### config.mk
export PLATFORM = sky130hd
export DESIGN_NAME = tinted_layer_additive_compositor
export DESIGN_NICKNAME = d
export VERILOG_FILES = /design/src/rtl/core/tlac_pkg.sv /design/src/rtl/core/tlac_cfg_regs.sv /design/src/rtl/core/tlac_pipe.sv /design/src/rtl/core/tinted_layer_additive_compositor.sv
export VERILOG_INCLUDE_DIRS = /design/src /design/src/rtl/core
export SDC_FILE = /design/constraint.sdc
export NUM_CORES = 2
export LEC_CHECK = 0
export BUFFER_PORTS_ARGS = -buffer_cell sky130_fd_sc_hd__buf_2
export CORE_ASPECT_RATIO = 0.8
export CORE_MARGIN = 2
export CORE_UTILIZATION = 55
export CTS_CLUSTER_DIAMETER = 60
export DETAILED_ROUTE_END_ITERATION = 7
export PLACE_DENSITY = 0.77
export SLEW_MARGIN = 10
export SYNTH_ARGS = -nofsm -noshare
export SYNTH_HDL_FRONTEND = slang
export SYNTH_SLANG_ARGS = --single-unit
### constraint.sdc
create_clock -name clk -period 8.4 [get_ports clk]
set_input_delay 0 -clock clk [delete_from_list [all_inputs] [get_ports clk]]
set_output_delay 0 -clock clk [all_outputs]
set_load 0.05 [all_outputs]
### src/rtl/core/tinted_layer_additive_compositor_assert.svh
// ----------------------------------------------------------------------------
// Tinted layer compositor assertion macros
// Shared wrappers for concurrent checks, clocked on clk, disabled in reset.
// ----------------------------------------------------------------------------
`ifndef TINTED_LAYER_ADDITIVE_COMPOSITOR_ASSERT_SVH
`define TINTED_LAYER_ADDITIVE_COMPOSITOR_ASSERT_SVH

// Same-cycle implication.
`define TLAC_ASSERT_SAME(lbl, ante, cons, msg) \
    lbl: assert property (@(posedge clk) disable iff (!rst_n) (ante) |-> (cons)) \
        else $error(msg);

// Next-cycle implication.
`define TLAC_ASSERT_NEXT(lbl, ante, cons, msg) \
    lbl: assert property (@(posedge clk) disable iff (!rst_n) (ante) |=> (cons)) \
        else $error(msg);

`endif

### src/rtl/core/tlac_pkg.sv
// ----------------------------------------------------------------------------
// Tinted layer compositor package
// Shared pixel type, widths and the exact divide-by-255 helper.
// ----------------------------------------------------------------------------
`timescale 1ns / 1ps

package tlac_pkg;

    localparam int MAX_LAYERS      = 4;
    localparam int NUM_LAYERS_DEF  = 4;
    localparam int CHAN_W          = 8;
    localparam int TINT_W          = 3 * CHAN_W;
    localparam int CFG_INDEX_W     = 3;
    localparam int PROD_W          = 2 * CHAN_W;
    localparam int SUM_W           = CHAN_W + $clog2(MAX_LAYERS + 1);
    localparam logic [CHAN_W-1:0] CHAN_MAX = 8'd255;

    typedef struct packed {
        logic [CHAN_W-1:0] red;
        logic [CHAN_W-1:0] green;
        logic [CHAN_W-1:0] blue;
    } rgb_t;

    typedef logic [CHAN_W-1:0] level_t;

    // Exact floor(p / 255) for every product of two channel values (p up to 65025):
    // (p + 1 + (p >> 8)) >> 8.
    function automatic logic [CHAN_W-1:0] div255(input logic [PROD_W-1:0] p);
        logic [PROD_W:0] s;
        s = {1'b0, p} + (PROD_W+1)'(1) + (PROD_W+1)'(p[PROD_W-1:CHAN_W]);
        return s[PROD_W-1:CHAN_W];
    endfunction

endpackage

### src/rtl/core/tlac_cfg_regs.sv
// ----------------------------------------------------------------------------
// Tinted layer compositor tint registers
// Holds one RGB888 tint per active layer, written over the register channel.
// ----------------------------------------------------------------------------
`timescale 1ns / 1ps

module tlac_cfg_regs #(
    parameter int NUM_LAYERS = tlac_pkg::NUM_LAYERS_DEF
) (
    input  logic                               clk,
    input  logic                               rst_n,
    input  logic                               cfg_valid,
    output logic                               cfg_ready,
    input  logic [tlac_pkg::CFG_INDEX_W-1:0]   cfg_index,
    input  logic [tlac_pkg::TINT_W-1:0]        cfg_data,
    output tlac_pkg::rgb_t                     tint [NUM_LAYERS]
);

    tlac_pkg::rgb_t tint_reg [NUM_LAYERS];
    logic           wr_en;

    // Writes are always taken; indexes with no register behind them are dropped.
    assign cfg_ready = 1'b1;
    assign wr_en     = cfg_valid && cfg_ready;

    for (genvar l = 0; l < NUM_LAYERS; l++) begin : g_tint
        always_ff @(posedge clk or negedge rst_n)
        begin
            if (!rst_n)
            begin
                tint_reg[l] <= '0;
            end
            else if (wr_en && (cfg_index == tlac_pkg::CFG_INDEX_W'(l)))
            begin
                tint_reg[l] <= tlac_pkg::rgb_t'(cfg_data);
            end
        end
        assign tint[l] = tint_reg[l];
    end

endmodule

### src/rtl/core/tlac_pipe.sv
// ----------------------------------------------------------------------------
// Tinted layer compositor datapath
// Three-stage pipeline: tint products, divide by 255, sum and saturate.
// ----------------------------------------------------------------------------
`timescale 1ns / 1ps

module tlac_pipe #(
    parameter int NUM_LAYERS = tlac_pkg::NUM_LAYERS_DEF
) (
    input  logic                 clk,
    input  logic                 rst_n,
    input  logic                 in_valid,
    output logic                 in_stall,
    input  tlac_pkg::rgb_t       bg,
    input  tlac_pkg::level_t     level [tlac_pkg::MAX_LAYERS],
    input  tlac_pkg::rgb_t       tint  [NUM_LAYERS],
    output logic                 out_valid,
    input  logic                 out_stall,
    output tlac_pkg::rgb_t       result
);

`include "tinted_layer_additive_compositor_assert.svh"

    typedef struct packed {
        logic [tlac_pkg::PROD_W-1:0] red;
        logic [tlac_pkg::PROD_W-1:0] green;
        logic [tlac_pkg::PROD_W-1:0] blue;
    } prod_t;

    // Stage valid bits and per-stage load enables.
    logic v1_reg, v1_next;
    logic v2_reg, v2_next;
    logic v3_reg, v3_next;
    logic en1, en2, en3;

    prod_t          prod_reg [NUM_LAYERS];
    tlac_pkg::rgb_t bg1_reg;
    tlac_pkg::rgb_t quot_reg [NUM_LAYERS];
    tlac_pkg::rgb_t bg2_reg;
    tlac_pkg::rgb_t res_reg, res_next;

    // A stage loads when it is empty or its content moves on this edge.
    assign en3 = !v3_reg || !out_stall;
    assign en2 = !v2_reg || en3;
    assign en1 = !v1_reg || en2;

    assign in_stall = !en1;

    assign v1_next = en1 ? in_valid : v1_reg;
    assign v2_next = en2 ? v1_reg   : v2_reg;
    assign v3_next = en3 ? v2_reg   : v3_reg;

    always_ff @(posedge clk or negedge rst_n)
    begin
        if (!rst_n)
        begin
            v1_reg <= 1'b0;
            v2_reg <= 1'b0;
            v3_reg <= 1'b0;
        end
        else
        begin
            v1_reg <= v1_next;
            v2_reg <= v2_next;
            v3_reg <= v3_next;
        end
    end

    // Stage 1: tint channel times level for every layer.
    for (genvar l = 0; l < NUM_LAYERS; l++) begin : g_layer
        always_ff @(posedge clk)
        begin
            if (en1)
            begin
                prod_reg[l].red   <= tlac_pkg::PROD_W'(tint[l].red)   *
                                     tlac_pkg::PROD_W'(level[l]);
                prod_reg[l].green <= tlac_pkg::PROD_W'(tint[l].green) *
                                     tlac_pkg::PROD_W'(level[l]);
                prod_reg[l].blue  <= tlac_pkg::PROD_W'(tint[l].blue)  *
                                     tlac_pkg::PROD_W'(level[l]);
            end
        end

        // Stage 2: truncating division by 255.
        always_ff @(posedge clk)
        begin
            if (en2)
            begin
                quot_reg[l].red   <= tlac_pkg::div255(prod_reg[l].red);
                quot_reg[l].green <= tlac_pkg::div255(prod_reg[l].green);
                quot_reg[l].blue  <= tlac_pkg::div255(prod_reg[l].blue);
            end
        end
    end

    always_ff @(posedge clk)
    begin
        if (en1)
        begin
            bg1_reg <= bg;
        end
        if (en2)
        begin
            bg2_reg <= bg1_reg;
        end
        if (en3)
        begin
            res_reg <= res_next;
        end
    end

    // Stage 3: add all layer terms onto the background and clamp.
    always_comb
    begin
        logic [tlac_pkg::SUM_W-1:0] acc_r;
        logic [tlac_pkg::SUM_W-1:0] acc_g;
        logic [tlac_pkg::SUM_W-1:0] acc_b;
        acc_r = tlac_pkg::SUM_W'(bg2_reg.red);
        acc_g = tlac_pkg::SUM_W'(bg2_reg.green);
        acc_b = tlac_pkg::SUM_W'(bg2_reg.blue);
        for (int l = 0; l < NUM_LAYERS; l++)
        begin
            acc_r = acc_r + tlac_pkg::SUM_W'(quot_reg[l].red);
            acc_g = acc_g + tlac_pkg::SUM_W'(quot_reg[l].green);
            acc_b = acc_b + tlac_pkg::SUM_W'(quot_reg[l].blue);
        end
        res_next.red   = (acc_r > tlac_pkg::SUM_W'(tlac_pkg::CHAN_MAX)) ?
                         tlac_pkg::CHAN_MAX : acc_r[tlac_pkg::CHAN_W-1:0];
        res_next.green = (acc_g > tlac_pkg::SUM_W'(tlac_pkg::CHAN_MAX)) ?
                         tlac_pkg::CHAN_MAX : acc_g[tlac_pkg::CHAN_W-1:0];
        res_next.blue  = (acc_b > tlac_pkg::SUM_W'(tlac_pkg::CHAN_MAX)) ?
                         tlac_pkg::CHAN_MAX : acc_b[tlac_pkg::CHAN_W-1:0];
    end

    assign out_valid = v3_reg;
    assign result    = res_reg;

    `TLAC_ASSERT_SAME(a_stall_only_when_full, in_stall,
        v1_reg && v2_reg && v3_reg && out_stall, "input stalled with a free stage")
    `TLAC_ASSERT_NEXT(a_accept_fills_s1, in_valid && !in_stall,
        v1_reg, "accepted transaction did not reach stage 1")
    `TLAC_ASSERT_NEXT(a_s1_holds, v1_reg && !en2,
        v1_reg && $stable(bg1_reg), "blocked stage 1 lost its transaction")
    `TLAC_ASSERT_NEXT(a_drain, v3_reg && !out_stall && !v2_reg,
        !v3_reg, "result repeated after it was taken")

endmodule

### src/rtl/core/tinted_layer_additive_compositor.sv
// ----------------------------------------------------------------------------
// Tinted layer additive compositor
// Adds up to four tinted luminance layers onto an RGB888 pixel, saturating.
//
// Input channel: in_valid / in_stall carry one pixel per transaction, the
// background bg_red/bg_green/bg_blue and one 8-bit level per mask layer.
// Output channel: out_valid / out_stall carry out_red/out_green/out_blue.
// Register channel: cfg_valid / cfg_ready with cfg_index and cfg_data write
// the RGB888 tints, index 0 to 3 for layers 0 to 3; other indexes are
// ignored. cfg_ready is always high. Write tints only while the block is idle.
// An accepted pixel reaches the port through the multiply, divide-by-255 and
// sum/saturate register stages. Throughput is one pixel per cycle while the
// output is not stalled. A stall on the output freezes the last stage;
// earlier stages keep filling bubbles, and in_stall rises only when all
// three stages are full, so nothing is lost or repeated.
// Reset empties the pipeline and clears every tint to zero (black).
// ----------------------------------------------------------------------------
`timescale 1ns / 1ps

module tinted_layer_additive_compositor #(
    parameter int NUM_LAYERS = tlac_pkg::NUM_LAYERS_DEF
) (
    input  logic                              clk,
    input  logic                              rst_n,
    input  logic                              cfg_valid,
    output logic                              cfg_ready,
    input  logic [tlac_pkg::CFG_INDEX_W-1:0]  cfg_index,
    input  logic [tlac_pkg::TINT_W-1:0]       cfg_data,
    input  logic                              in_valid,
    output logic                              in_stall,
    input  logic [tlac_pkg::CHAN_W-1:0]       bg_red,
    input  logic [tlac_pkg::CHAN_W-1:0]       bg_green,
    input  logic [tlac_pkg::CHAN_W-1:0]       bg_blue,
    input  logic [tlac_pkg::CHAN_W-1:0]       layer0_level,
    input  logic [tlac_pkg::CHAN_W-1:0]       layer1_level,
    input  logic [tlac_pkg::CHAN_W-1:0]       layer2_level,
    input  logic [tlac_pkg::CHAN_W-1:0]       layer3_level,
    output logic                              out_valid,
    input  logic                              out_stall,
    output logic [tlac_pkg::CHAN_W-1:0]       out_red,
    output logic [tlac_pkg::CHAN_W-1:0]       out_green,
    output logic [tlac_pkg::CHAN_W-1:0]       out_blue
);

    tlac_pkg::rgb_t   tint [NUM_LAYERS];
    tlac_pkg::rgb_t   bg;
    tlac_pkg::rgb_t   result;
    tlac_pkg::level_t level [tlac_pkg::MAX_LAYERS];

    assign bg.red   = bg_red;
    assign bg.green = bg_green;
    assign bg.blue  = bg_blue;

    assign level[0] = layer0_level;
    assign level[1] = layer1_level;
    assign level[2] = layer2_level;
    assign level[3] = layer3_level;

    tlac_cfg_regs #(
        .NUM_LAYERS (NUM_LAYERS)
    ) u_cfg (
        .clk       (clk),
        .rst_n     (rst_n),
        .cfg_valid (cfg_valid),
        .cfg_ready (cfg_ready),
        .cfg_index (cfg_index),
        .cfg_data  (cfg_data),
        .tint      (tint)
    );

    tlac_pipe #(
        .NUM_LAYERS (NUM_LAYERS)
    ) u_pipe (
        .clk       (clk),
        .rst_n     (rst_n),
        .in_valid  (in_valid),
        .in_stall  (in_stall),
        .bg        (bg),
        .level     (level),
        .tint      (tint),
        .out_valid (out_valid),
        .out_stall (out_stall),
        .result    (result)
    );

    assign out_red   = result.red;
    assign out_green = result.green;
    assign out_blue  = result.blue;

endmodule

**Word-level counts from Yosys, hierarchy flattened**

Memory sizes are Yosys's and may differ from the RTL's.
Index checks and enable logic that the tools add are counted.
W data, S select, Z words.

- Reductions and logical operators: 13
- Multiply operators: 12
- Equal/unequal tests: 3
- Shift-type cells: 0
- Div/mod/pow operators: 0
- Bitwise logic cells: 0
- Mux-type cells: 4
- Order comparisons: 3
- Add/subtract/negate cells: 36

Operator list:

| cell | number |
|---|---|
| $add A16 B1 Y16 const B | 12 |
| $add A16 B8 Y16 | 12 |
| $mul A8 B8 Y16 | 12 |
| $add A11 B8 Y11 | 9 |
| $gt A11 B8 Y1 const B | 3 |
| $add A8 B8 Y9 | 3 |
| $eq A3 B2 Y1 const B | 2 |
| $logic_not A1 Y1 | 5 |
| $logic_and A1 B1 Y1 | 4 |
| $mux W1 | 4 |
| $eq A3 B1 Y1 const B | 1 |
| $logic_not A3 Y1 | 1 |
| $logic_or A1 B1 Y1 | 3 |

- Bits in latches: 0
- Memory bits (writable): 288
- Memories kept: 2
- Bits of input ports: 88
- Output and inout port bits: 27
- Bits in read-only memories: 0
- Word-level logic and storage cells: 97
- Flip-flop bits (word level): 171

Memories:

| name | depth | width | read ports | clocked after memory_dff | write ports | line | RTL |
|---|---|---|---|---|---|---|---|
| u_pipe.prod_reg | 4 | 48 | 4 | 0 | 4 | tlac_pipe.sv:36 | `prod_t prod_reg [NUM_LAYERS];` |
| u_pipe.quot_reg | 4 | 24 | 4 | 0 | 4 | tlac_pipe.sv:38 | `tlac_pkg::rgb_t quot_reg [NUM_LAYERS];` |

**Longest topological paths before layout**

- Depth after elaboration: 6
- Gate-level depth with buffers: 19
- Gate-level depth less buffers: 19

**By module**

Synthesis repeated with hierarchy kept, for this count alone.

- Cell total of the unflattened synthesis: 4,314
- Area total of the unflattened synthesis: 45,526.2 um^2

Modules (own cells, without submodules):

| module | cells each | area each (um^2) | times used |
|---|---|---|---|
| tlac_pipe | 4,106 | 41,867.7 | 1 |
| tlac_cfg_regs | 208 | 3,658.5 | 1 |

**Worst setup path after synthesis**

OpenSTA, ideal clock, no wires.

- Path type: register to output
- From: reg u_pipe.v3_reg (netlist: u_pipe.out_valid)
- To: out in_stall
- Setup slack: -1,458 ps
- Stages on the path, launching flop included: 3
- Required time: 8,400 ps
- Arrival time: 9,858 ps
- Buffers on the path: 0
- Cells stage by stage: dfrtp_1 -> nand4_1 -> inv_1

- Word-level cells in the longest chain between the ends: 5

RTL lines:

| element | line | RTL |
|---|---|---|
| from (decl) | tlac_pipe.sv:33 | `logic v3_reg, v3_next;` |
| from (signal assigned) | tlac_pipe.sv:65 | `v3_reg <= v3_next;` |
| $logic_not A1 Y1 | tlac_pipe.sv:43 | `assign en3 = !v3_reg \|\| !out_stall;` |
| $logic_or A1 B1 Y1 | tlac_pipe.sv:43 |  |
| $logic_or A1 B1 Y1 | tlac_pipe.sv:44 | `assign en2 = !v2_reg \|\| en3;` |
| $logic_or A1 B1 Y1 | tlac_pipe.sv:45 | `assign en1 = !v1_reg \|\| en2;` |
| $logic_not A1 Y1 | tlac_pipe.sv:47 | `assign in_stall = !en1;` |
| to (decl) | tinted_layer_additive_compositor.sv:30 | `output logic in_stall,` |

No other way between the ends.

==> results.py <==
metrics = {
    "clocking": {
        "clkSlewWorstSetupHoldPaths_ns": 0.06,
        "postCtsHoldBufs": 56,
        "clock_path_buffers": 3,
        "clock_latency_ns": 0.64,
        "cts_buffers": 56,
        "cts_tree": "done",
        "post-cts-setup-buffer-count": 0,
        "htreeDepth": 2,
        "cts_num_sinks": 459,
        "clk_root_buffer_cell": "sky130_fd_sc_hd__clkbuf_16",
        "resize_count_post_cts": 0,
    },
    "final_layout": {
        "nets": 5571,
        "syn2layout_area_growth_pct": 9.21,
        "largest_register_ffs": 192,
        "final_design_area_excluding_fillers_um2": 49700,
        "multi_input_comb_area_um2": 29300,
        "post_route_cells_drive_above_1_share_pct": 7.71,
        "share_of_the_core_filled_with_cells_in_the_final_layout_pct": 60.6,
        "n_fill_cell": 6603,
        "register_area_um2": 13300,
    },
    "placed_design": {
        "dpl.hpwl_mm": 78.5,
        "globalplace.congestion": 0.892,
        "dpl_cell_area_um2": 47200,
        "buffer_ports.inserted": 113,
    },
    "floorplan": {
        "pin_count": 115,
        "placement_rows": 94,
        "floorplan.initialDensity_pct": 55.5,
        "die_area_um2": 85100,
        "die-height_um": 261,
        "die_w_um": 326,
        "core_region_area_um2": 82100,
    },
    "routing": {
        "drt-wirelength-per-cell_um": 18.4,
        "via_per_inst": 5.46,
        "drt.antenna.violating_nets": 0,
        "drcViolationCount": 0,
        "first_pass_iters": 5,
        "detail_route.wirelength_mm": 103,
        "vias": 30537,
        "initialDrtViolationCount": 2380,
    },
    "worst_setup_path": {
        "data_required_time_at_the_worst_endpoint_ns": 8.77,
        "critPathMaxStageDelay_ns": 0.54,
        "most_repeated_library_cell_on_the_critical_path": "sky130_fd_sc_hd__fa_1",
        "crit_family": "adder cells",
        "sequence_of_cells_on_the_critical_path": "nand2_1 > fa_1 > fa_1 > inv_1 > fa_1 > inv_1 > fa_1 > inv_1 > ha_1 > o21a_1 > o31a_1 > nor2_1 > o31ai_1 > a221oi_1 > xnor2_1",
        "critical-path-slowest-cell": "sky130_fd_sc_hd__fa_1",
        "critical_path.endpoint_type": "flop",
        "startpoint_type": "flop",
        "critical_path.max_fanout": 9,
        "worstPathBufferInverterCount": 3,
        "critPathArrivalTime_ns": 5.04,
        "worstSetupPathType": "reg -> reg",
    },
    "global_routing": {
        "grt_max_degree": 174,
        "number_of_antenna_violations_at_the_first_check_in_global_routing": 12,
        "grt_pass1_vias": 30594,
        "overflow": 0,
        "global_route_wire_length_before_repair_mm": 166,
        "global_route.usage.total_pct": 24.8,
    },
    "synthesis": {
        "synthDominantCellAreaShare_pct": 23.7,
        "netlist_area_um2": 45500,
        "synth.avg_cell_area_um2": 10.6,
        "synth_top_area_cell": "sky130_fd_sc_hd__edfxtp_1",
        "post_synth_inst_count": 4304,
        "dominantRegCellSynth": "sky130_fd_sc_hd__edfxtp_1",
        "yosysMostFrequentCell": "sky130_fd_sc_hd__inv_1",
        "post_synth_num_cell_types": 74,
        "yosys-top-cells-area": "sky130_fd_sc_hd__edfxtp_1, sky130_fd_sc_hd__fa_1, sky130_fd_sc_hd__ha_1",
        "synth.net_count": 5445,
        "synth_warnings": 0,
        "synth_enable_flop_cells": 360,
        "synth_async_sr_flop_share_pct": 21.6,
        "commonest_cells_post_synth": "sky130_fd_sc_hd__inv_1, sky130_fd_sc_hd__ha_1, sky130_fd_sc_hd__fa_1, sky130_fd_sc_hd__nand2_1, sky130_fd_sc_hd__and2_1",
        "post_synthesis_sequential_area_ratio_pct": 29.2,
        "synth_seq_cells": 459,
    },
    "sta": {
        "maxClockFrequency_mhz": 214,
        "slew_headroom_pct": 33.6,
        "slew_violations": 0,
        "finalSetupViolations": 0,
        "period_share_pct": 55.6,
        "max_slew.worst_pin.slew_ns": 0.993,
        "count_of_endpoints_failing_hold_in_the_final_timing_report": 0,
        "timing.clock.skew_ns": 0.0276,
        "rsz0062_at_grt": "no",
        "layout_min_cycle_time_ns": 4.67,
    },
    "outcome": {
        "status": "finished clean",
    },
    "hold_path": {
        "hold_path.class": "in -> reg",
    },
    "run": {
        "cap_viol_max_count": 0,
    },
}
-- per-stage QoR --
stage | setup TNS [ns] | hold slack [ns] | cells | setup WS (ns)
after global placement | 0 | 0.00809 | 5420 | 3.89
after floorplan | -161.75 | -0.296 | 4304 | -1.25
after global routing | 0 | 0.0805 | 5587 | 3.49
after detailed placement | 0 | 0.00331 | 5420 | 3.80
final | 0 | 0.0846 | 5593 | 3.73
after CTS | 0 | 0.0468 | 5581 | 3.78
-- worst register-to-register path, stage by stage, from the launching register on --
cell	delay, ns
sky130_fd_sc_hd__dfrtp_1	0.52
sky130_fd_sc_hd__nand2_1	0.13
sky130_fd_sc_hd__fa_1	0.53
sky130_fd_sc_hd__fa_1	0.54
sky130_fd_sc_hd__inv_1	0.05
sky130_fd_sc_hd__fa_1	0.47
sky130_fd_sc_hd__inv_1	0.05
sky130_fd_sc_hd__fa_1	0.47
sky130_fd_sc_hd__inv_1	0.04
sky130_fd_sc_hd__ha_1	0.33
sky130_fd_sc_hd__o21a_1	0.14
sky130_fd_sc_hd__o31a_1	0.15
sky130_fd_sc_hd__nor2_1	0.07
sky130_fd_sc_hd__o31ai_1	0.54
sky130_fd_sc_hd__a221oi_1	0.22
sky130_fd_sc_hd__xnor2_1	0.17
-- layout by cell type, fill, tap and decap left out, types with 8 or more instances in the layout --
| cell | n |
|---|---|
| sky130_fd_sc_hd__inv_1 | 685 |
| sky130_fd_sc_hd__ha_1 | 570 |
| sky130_fd_sc_hd__fa_1 | 483 |
| sky130_fd_sc_hd__nand2_1 | 461 |
| sky130_fd_sc_hd__and2_1 | 424 |
| sky130_fd_sc_hd__edfxtp_1 | 360 |
| sky130_fd_sc_hd__xnor2_1 | 178 |
| sky130_fd_sc_hd__buf_2 | 112 |
| sky130_fd_sc_hd__nor2_1 | 106 |
| sky130_fd_sc_hd__a21oi_1 | 98 |
| sky130_fd_sc_hd__dfrtp_1 | 98 |
| sky130_fd_sc_hd__mux2_2 | 96 |
| sky130_fd_sc_hd__o21ai_0 | 69 |
| sky130_fd_sc_hd__xor2_1 | 64 |
| sky130_fd_sc_hd__clkbuf_16 | 60 |
| sky130_fd_sc_hd__a21o_1 | 58 |
| sky130_fd_sc_hd__dlygate4sd3_1 | 55 |
| sky130_fd_sc_hd__nand3_1 | 49 |
| sky130_fd_sc_hd__nor3_1 | 42 |
| sky130_fd_sc_hd__and3_1 | 35 |
| sky130_fd_sc_hd__nor2b_1 | 34 |
| sky130_fd_sc_hd__o21a_1 | 30 |
| sky130_fd_sc_hd__nand2b_1 | 30 |
| sky130_fd_sc_hd__o21bai_1 | 18 |
| sky130_fd_sc_hd__o21ai_1 | 17 |
| sky130_fd_sc_hd__nand4_1 | 15 |
| sky130_fd_sc_hd__diode_2 | 12 |
| sky130_fd_sc_hd__nor4_1 | 12 |
| sky130_fd_sc_hd__a211oi_1 | 12 |
| sky130_fd_sc_hd__a221oi_1 | 10 |
| sky130_fd_sc_hd__mux2i_1 | 9 |
| sky130_fd_sc_hd__o211ai_1 | 9 |
| sky130_fd_sc_hd__o31a_1 | 8 |
| sky130_fd_sc_hd__a31oi_1 | 8 |
| sky130_fd_sc_hd__clkinv_2 | 8 |
| sky130_fd_sc_hd__buf_4 | 8 |
-- layer usage --
layer / global-route usage, % / wire length (um) / vias to the layer above
li1: - / - / 14376
met1: 34.0 / 45200 / 15036
met2: 37.9 / 45200 / 955
met3: 6.67 / 8990 / 170
met4: 9.29 / 3750 / 0
met5: 0 / 0 / -
-- cells by family after synthesis --
group	share of synthesized area [%]
and+or+nand+nor	13.9
adders and majority gates	36.9
buffers and inverters	6.57
DFF	29.2
AOI/OAI and AO/OA	6.23
xor gates and xnor gates	4.65
muxes	2.57
other	0.00823
-- final timing paths --
| kind | from | end | slack (ns) | cells past startpoint |
|---|---|---|---|---|
| min | bg_blue[6] | u_pipe.bg1_reg[6] | 0.08 | 2 |
| max in group asynchronous | rst_n | u_cfg.tint[35] | 6.89 | 4 |
| min reg2reg | u_pipe.bg1_reg[13] | u_pipe.bg2_reg[13] | 0.42 | 0 |
| max reg2reg | u_cfg.tint[61] | u_pipe.prod_reg[1][31] | 3.73 | 15 |
| min in group asynchronous | rst_n | u_pipe.v1_reg | 0.51 | 4 |
| max | u_cfg.tint[61] | u_pipe.prod_reg[1][31] | 3.73 | 15 |
-- cell type report --
class	count	area share, %
clock buffers	67	3.07
inverters	685	5.17
diodes	12	0.0604
clock inverters	38	0.825
well taps	1104	2.78
repair buffers	177	2.44
multi-input cells	3051	58.9
flip-flops and latches	459	26.7
Power is left out: the tool's default activity adds up to more than one toggle a clock period on the data nets, which glitch-free logic cannot reach.
